`config.mk`:
```
export PLATFORM = sky130hd
export DESIGN_NAME = htu_mul
export DESIGN_NICKNAME = d
export VERILOG_FILES = /design/src/sv/htu_mul.sv
export SDC_FILE = /design/constraint.sdc
export NUM_CORES = 2
export LEC_CHECK = 0
export BUFFER_PORTS_ARGS = -buffer_cell sky130_fd_sc_hd__buf_4
export CAP_MARGIN = 20
export CORE_MARGIN = 2
export CORE_UTILIZATION = 42
export DETAILED_ROUTE_END_ITERATION = 7
export PLACE_DENSITY = 0.62
export SKIP_CTS_REPAIR_TIMING = 1
export SYNTH_ARGS = -nofsm -noshare
export SYNTH_HDL_FRONTEND = slang
export SYNTH_SLANG_ARGS = --single-unit
export TNS_END_PERCENT = 20
```
`constraint.sdc`:
```
create_clock -name i_clk -period 24.5 [get_ports i_clk]
set_clock_uncertainty 0.05 [all_clocks]
set_input_delay 1.225 -clock i_clk [delete_from_list [all_inputs] [get_ports i_clk]]
set_output_delay 1.225 -clock i_clk [all_outputs]
set_load 0.1 [all_outputs]
```
`src/sv/htu_mul.sv`:
```
// Saturating fixed-point multiplier, one registered stage.
module htu_mul #(
    parameter int W = 32,
    parameter int F = 16
) (
    input  logic                i_clk,
    input  logic signed [W-1:0] i_a,
    input  logic signed [W-1:0] i_b,
    output logic signed [W-1:0] o_p
);
    localparam logic signed [2*W-1:0] MaxV = (2*W)'((64'sd1 <<< (W-1)) - 64'sd1);
    localparam logic signed [2*W-1:0] MinV = -(2*W)'(64'sd1 <<< (W-1));

    logic signed [2*W-1:0] prod;
    logic signed [2*W-1:0] shf;
    logic signed [W-1:0]   n_p;
    logic signed [W-1:0]   r_p;

    always_comb begin
        prod = (2*W)'(i_a) * (2*W)'(i_b);
        shf  = prod >>> F;  // floor
        if (shf > MaxV)      n_p = MaxV[W-1:0];
        else if (shf < MinV) n_p = MinV[W-1:0];
        else                 n_p = shf[W-1:0];
    end

    always_ff @(posedge i_clk) begin
        r_p <= n_p;
    end

    assign o_p = r_p;
endmodule

```
# [Word level (Yosys, flattened, before mapping)]
# Index checks and enable logic that the tools add are counted.
[totals] reg_bits=32 in_bits=65 output_inout_bits=32
[classes] n_mul=1 magnitude_cmp=2 mux=1
[op_table] op="32-bit by 32-bit multiplier with 64-bit output" n=1
[op_table] op="48-bit by 32-bit greater-than comparator with 1-bit output, second input constant" n=1
[op_table] op="48-bit by 32-bit less-than comparator with 1-bit output, second input constant" n=1
[op_table] op="32-bit two-way mux" n=1

# [Depth between registers and ports, before layout]
[depth] depth_word=3 ltp_mapped=31

# [Worst setup path before layout]
# OpenSTA, ideal clock, no wires.
[synth_timing] path_kind="in2reg" from="in i_b[2]" to="reg r_p[13], in the netlist o_p[13]" setup_time_ns=0.129 t_required_ns=24.321 path_slack_ns=14.907 t_arrival_ns=9.414 path_stages=29 cell_sequence="clkbuf_1 > nand2_1 > inv_1 > fa_1 > fa_1 > fa_1 > inv_1 > fa_1 > inv_1 > fa_1 > fa_1 > inv_1 > fa_1 > inv_1 > fa_1 > ha_1 > clkbuf_1 > and2_1 > nand3_1 > nor4_1 > nand4_1 > nor4b_1 > nor2_1 > xnor2_1 > nor4_1 > nand3_1 > o41ai_4 > buf_6 > o21ai_1"
[synth_between] elab_chain_len=3 word_cells_on_any_way=4 classes_between="mul (1); order compare (2); mux (1)"
[synth_lines] element="start, declared" line_no="8" source="input logic signed [W-1:0] i_b,"
[synth_lines] element="32-bit by 32-bit multiplier with 64-bit output *" line_no="20" source="prod = (2*W)'(i_a) * (2*W)'(i_b);"
[synth_lines] element="48-bit by 32-bit less-than comparator with 1-bit output" line_no="23" source="else if (shf < MinV) n_p = MinV[W-1:0];"
[synth_lines] element="32-bit two-way mux" line_no="23"
[synth_lines] element="end signal, assigned" line_no="28" source="r_p <= n_p;"
[synth_lines] element="end, declared" line_no="17" source="logic signed [W-1:0] r_p;"
# Mark *: on every way between the ends. The rest lies on a longest branch, timed or not.
# A chain may end at the register's enable or synchronous reset.

# [Final worst setup path]
[layout_timing] from="in i_b[3]" to="reg r_p[23], in the netlist o_p[23]"
# Same word-level chain as after synthesis.

==> flow_metrics.env <==
export IMPL_cp_max_fo=32
export IMPL_viasPerCell=5.104
export IMPL_synthArstFlopShare=0
export IMPL_wirelength_mm=92.47
export IMPL_dieArea_um2=90630
export IMPL_start_util=0.4252
export IMPL_clk_path_buf_depth=2
export IMPL_fmax_ghz=0.09645
export IMPL_area_growth_pct=3.896
export IMPL_cts_buffers=5
export IMPL_drt_first_pass_iters=5
export IMPL_synth_edf_count=0
export IMPL_placed_area_um2=38350
export IMPL_fin_nets=5167
export IMPL_timing_slew_headroom=0.3231
export IMPL_cts_tree="done"
export IMPL_fin_util=0.4418
export IMPL_hp_class="flop to primary output"
export IMPL_crit_family="adder cells"
export IMPL_routabilityCongestion=0.8866
export IMPL_final_common_cell="fa_1"
export IMPL_drc=0
export IMPL_layout_drive_gt1_share=0.03227
export IMPL_yosys_cell_types_count=64
export IMPL_worst_slew_pin_transition_ns=1.015
export IMPL_crit_buf_inv=6
export IMPL_rows=108
export IMPL_multiInputGateArea_um2=32030
export IMPL_finalSetupTns_ns=0
export IMPL_netlist_instances=3959
export IMPL_layout_min_cycle_time_ns=10.37
export IMPL_yosysSeqAreaShare=0.01729
export IMPL_synth_top_area_frac=0.5839
export IMPL_largest_reg_flops=32
export IMPL_ios=97
export IMPL_die_w_um=301.0
export IMPL_cts_max_level=2
export IMPL_pre_cts_ws_ns=13.79
export IMPL_final_cell_mix="1081 x fa_1, 931 x inv_1, 551 x nand2_1"
export IMPL_crit_slowest_cell="fa_1"
export IMPL_grt_pass1_vias=29350
export IMPL_setup_slack_ns=14.13
export IMPL_antenna_cells=0
export IMPL_grt_max_degree=33
export IMPL_synth_top_area_cell="fa_1"
export IMPL_hold_violations=0
export IMPL_worstPathArrival_ns=10.46
export IMPL_clkSlewWorstSetupHoldPaths_ns=0.05
export IMPL_synth_area_um2=37060
export IMPL_cap_violations=0
export IMPL_hpwl_mm=78.34
export IMPL_clock_sinks=32
export IMPL_wire_per_inst_um=18.50
export IMPL_ys_ff_latch=32
export IMPL_ys_top_cells_by_area="fa_1 58%, inv_1 9.4%, and2_1 8.5%"
export IMPL_root_buffer="clkbuf_16"
export IMPL_slowest_delay_ns=1.00
export IMPL_vias=25510
export IMPL_antenna_found_initial=1
export IMPL_synth_area_per_cell_um2=9.361
export IMPL_fill_cells=8571
export IMPL_overflow=0
export IMPL_ant_nets=0
export IMPL_synthFlopType="dfxtp_1"
export IMPL_rsz0062_at_grt="false"
export IMPL_status="finished, final reports clean"
export IMPL_setup_worst_path_class="input port to flop"
export IMPL_slew_violations=0
export IMPL_core_um2=87160
export IMPL_grt_pass1_wl_mm=158.0
export IMPL_yosysWarnings=0
export IMPL_critPathMostFrequentCell="fa_1"
export IMPL_crit_path_start_kind="input port"
export IMPL_cp_end_kind="flop"
export IMPL_drt_iter0_markers=1212
export IMPL_gr_usage_all_layers=0.2188
export IMPL_setup_violations=0
export IMPL_portBuffers=96
export IMPL_final_seq_area_um2=640.6
export IMPL_die_y_um=301.0
export IMPL_critPathRequiredTime_ns=24.60
export IMPL_stdcell_area_um2=38500
export IMPL_fin_crit_sh=0.4232
export IMPL_syn_nets=5285
==> layer usage <==
layer  up-vias  track usage  wire length, um
met5         -            0               14
met1     13770       0.2842            38430
met2       488       0.4019            49020
met3       117      0.01407             2830
li1      11130            -                -
met4         2      0.04501             2168
==> kinds of logic after synthesis <==
group / share of synthesized area
buffers and inverters: 0.1186
AO/OA/AOI/OAI: 0.04075
adder cells (fa/ha/maj): 0.6447
AND/OR/NAND/NOR: 0.1632
multiplexers: 0.0008103
flip-flops: 0.01729
XOR/XNOR: 0.01465
==> layout make-up <==
| type | count | share of cell area |
|---|---|---|
| flip-flops and latches | 32 | 0.01664 |
| clock inverters | 2 | 0.0002600 |
| clock buffers | 6 | 0.003607 |
| inverters | 931 | 0.09076 |
| well taps | 1155 | 0.03753 |
| repair buffers | 99 | 0.01930 |
| multi-input cells | 2772 | 0.8319 |
==> through the flow <==
stage,hold WS (ns),std cells
final,1.967,4997
after CTS,1.972,4997
after detailed placement,1.677,4989
after global routing,1.982,4997
after floorplan,1.782,3959
after global placement,1.678,4989
==> synthesized netlist by cell type, types with 28 or more instances <==
library cell and n:
and2_1 503, dfxtp_1 32, xor2_1 28, o21ai_1 32, fa_1 1081, nand2_1 551, ha_1 180, o21ai_0 38
nor2_1 67, inv_1 931, xnor2_1 34, a21oi_1 59, clkbuf_1 207
==> path summary, 6_finish.rpt <==
| path | from | to | slack (ns) | cells after the start |
|---|---|---|---|---|
| hold / removal | o_p[1] | o_p[1] | 1.97 | 1 |
| setup / recovery | i_b[3] | o_p[23] | 14.13 | 27 |
Power is not shown: default switching activity piles up to over one toggle a cycle in this logic, so the estimate is an artifact.
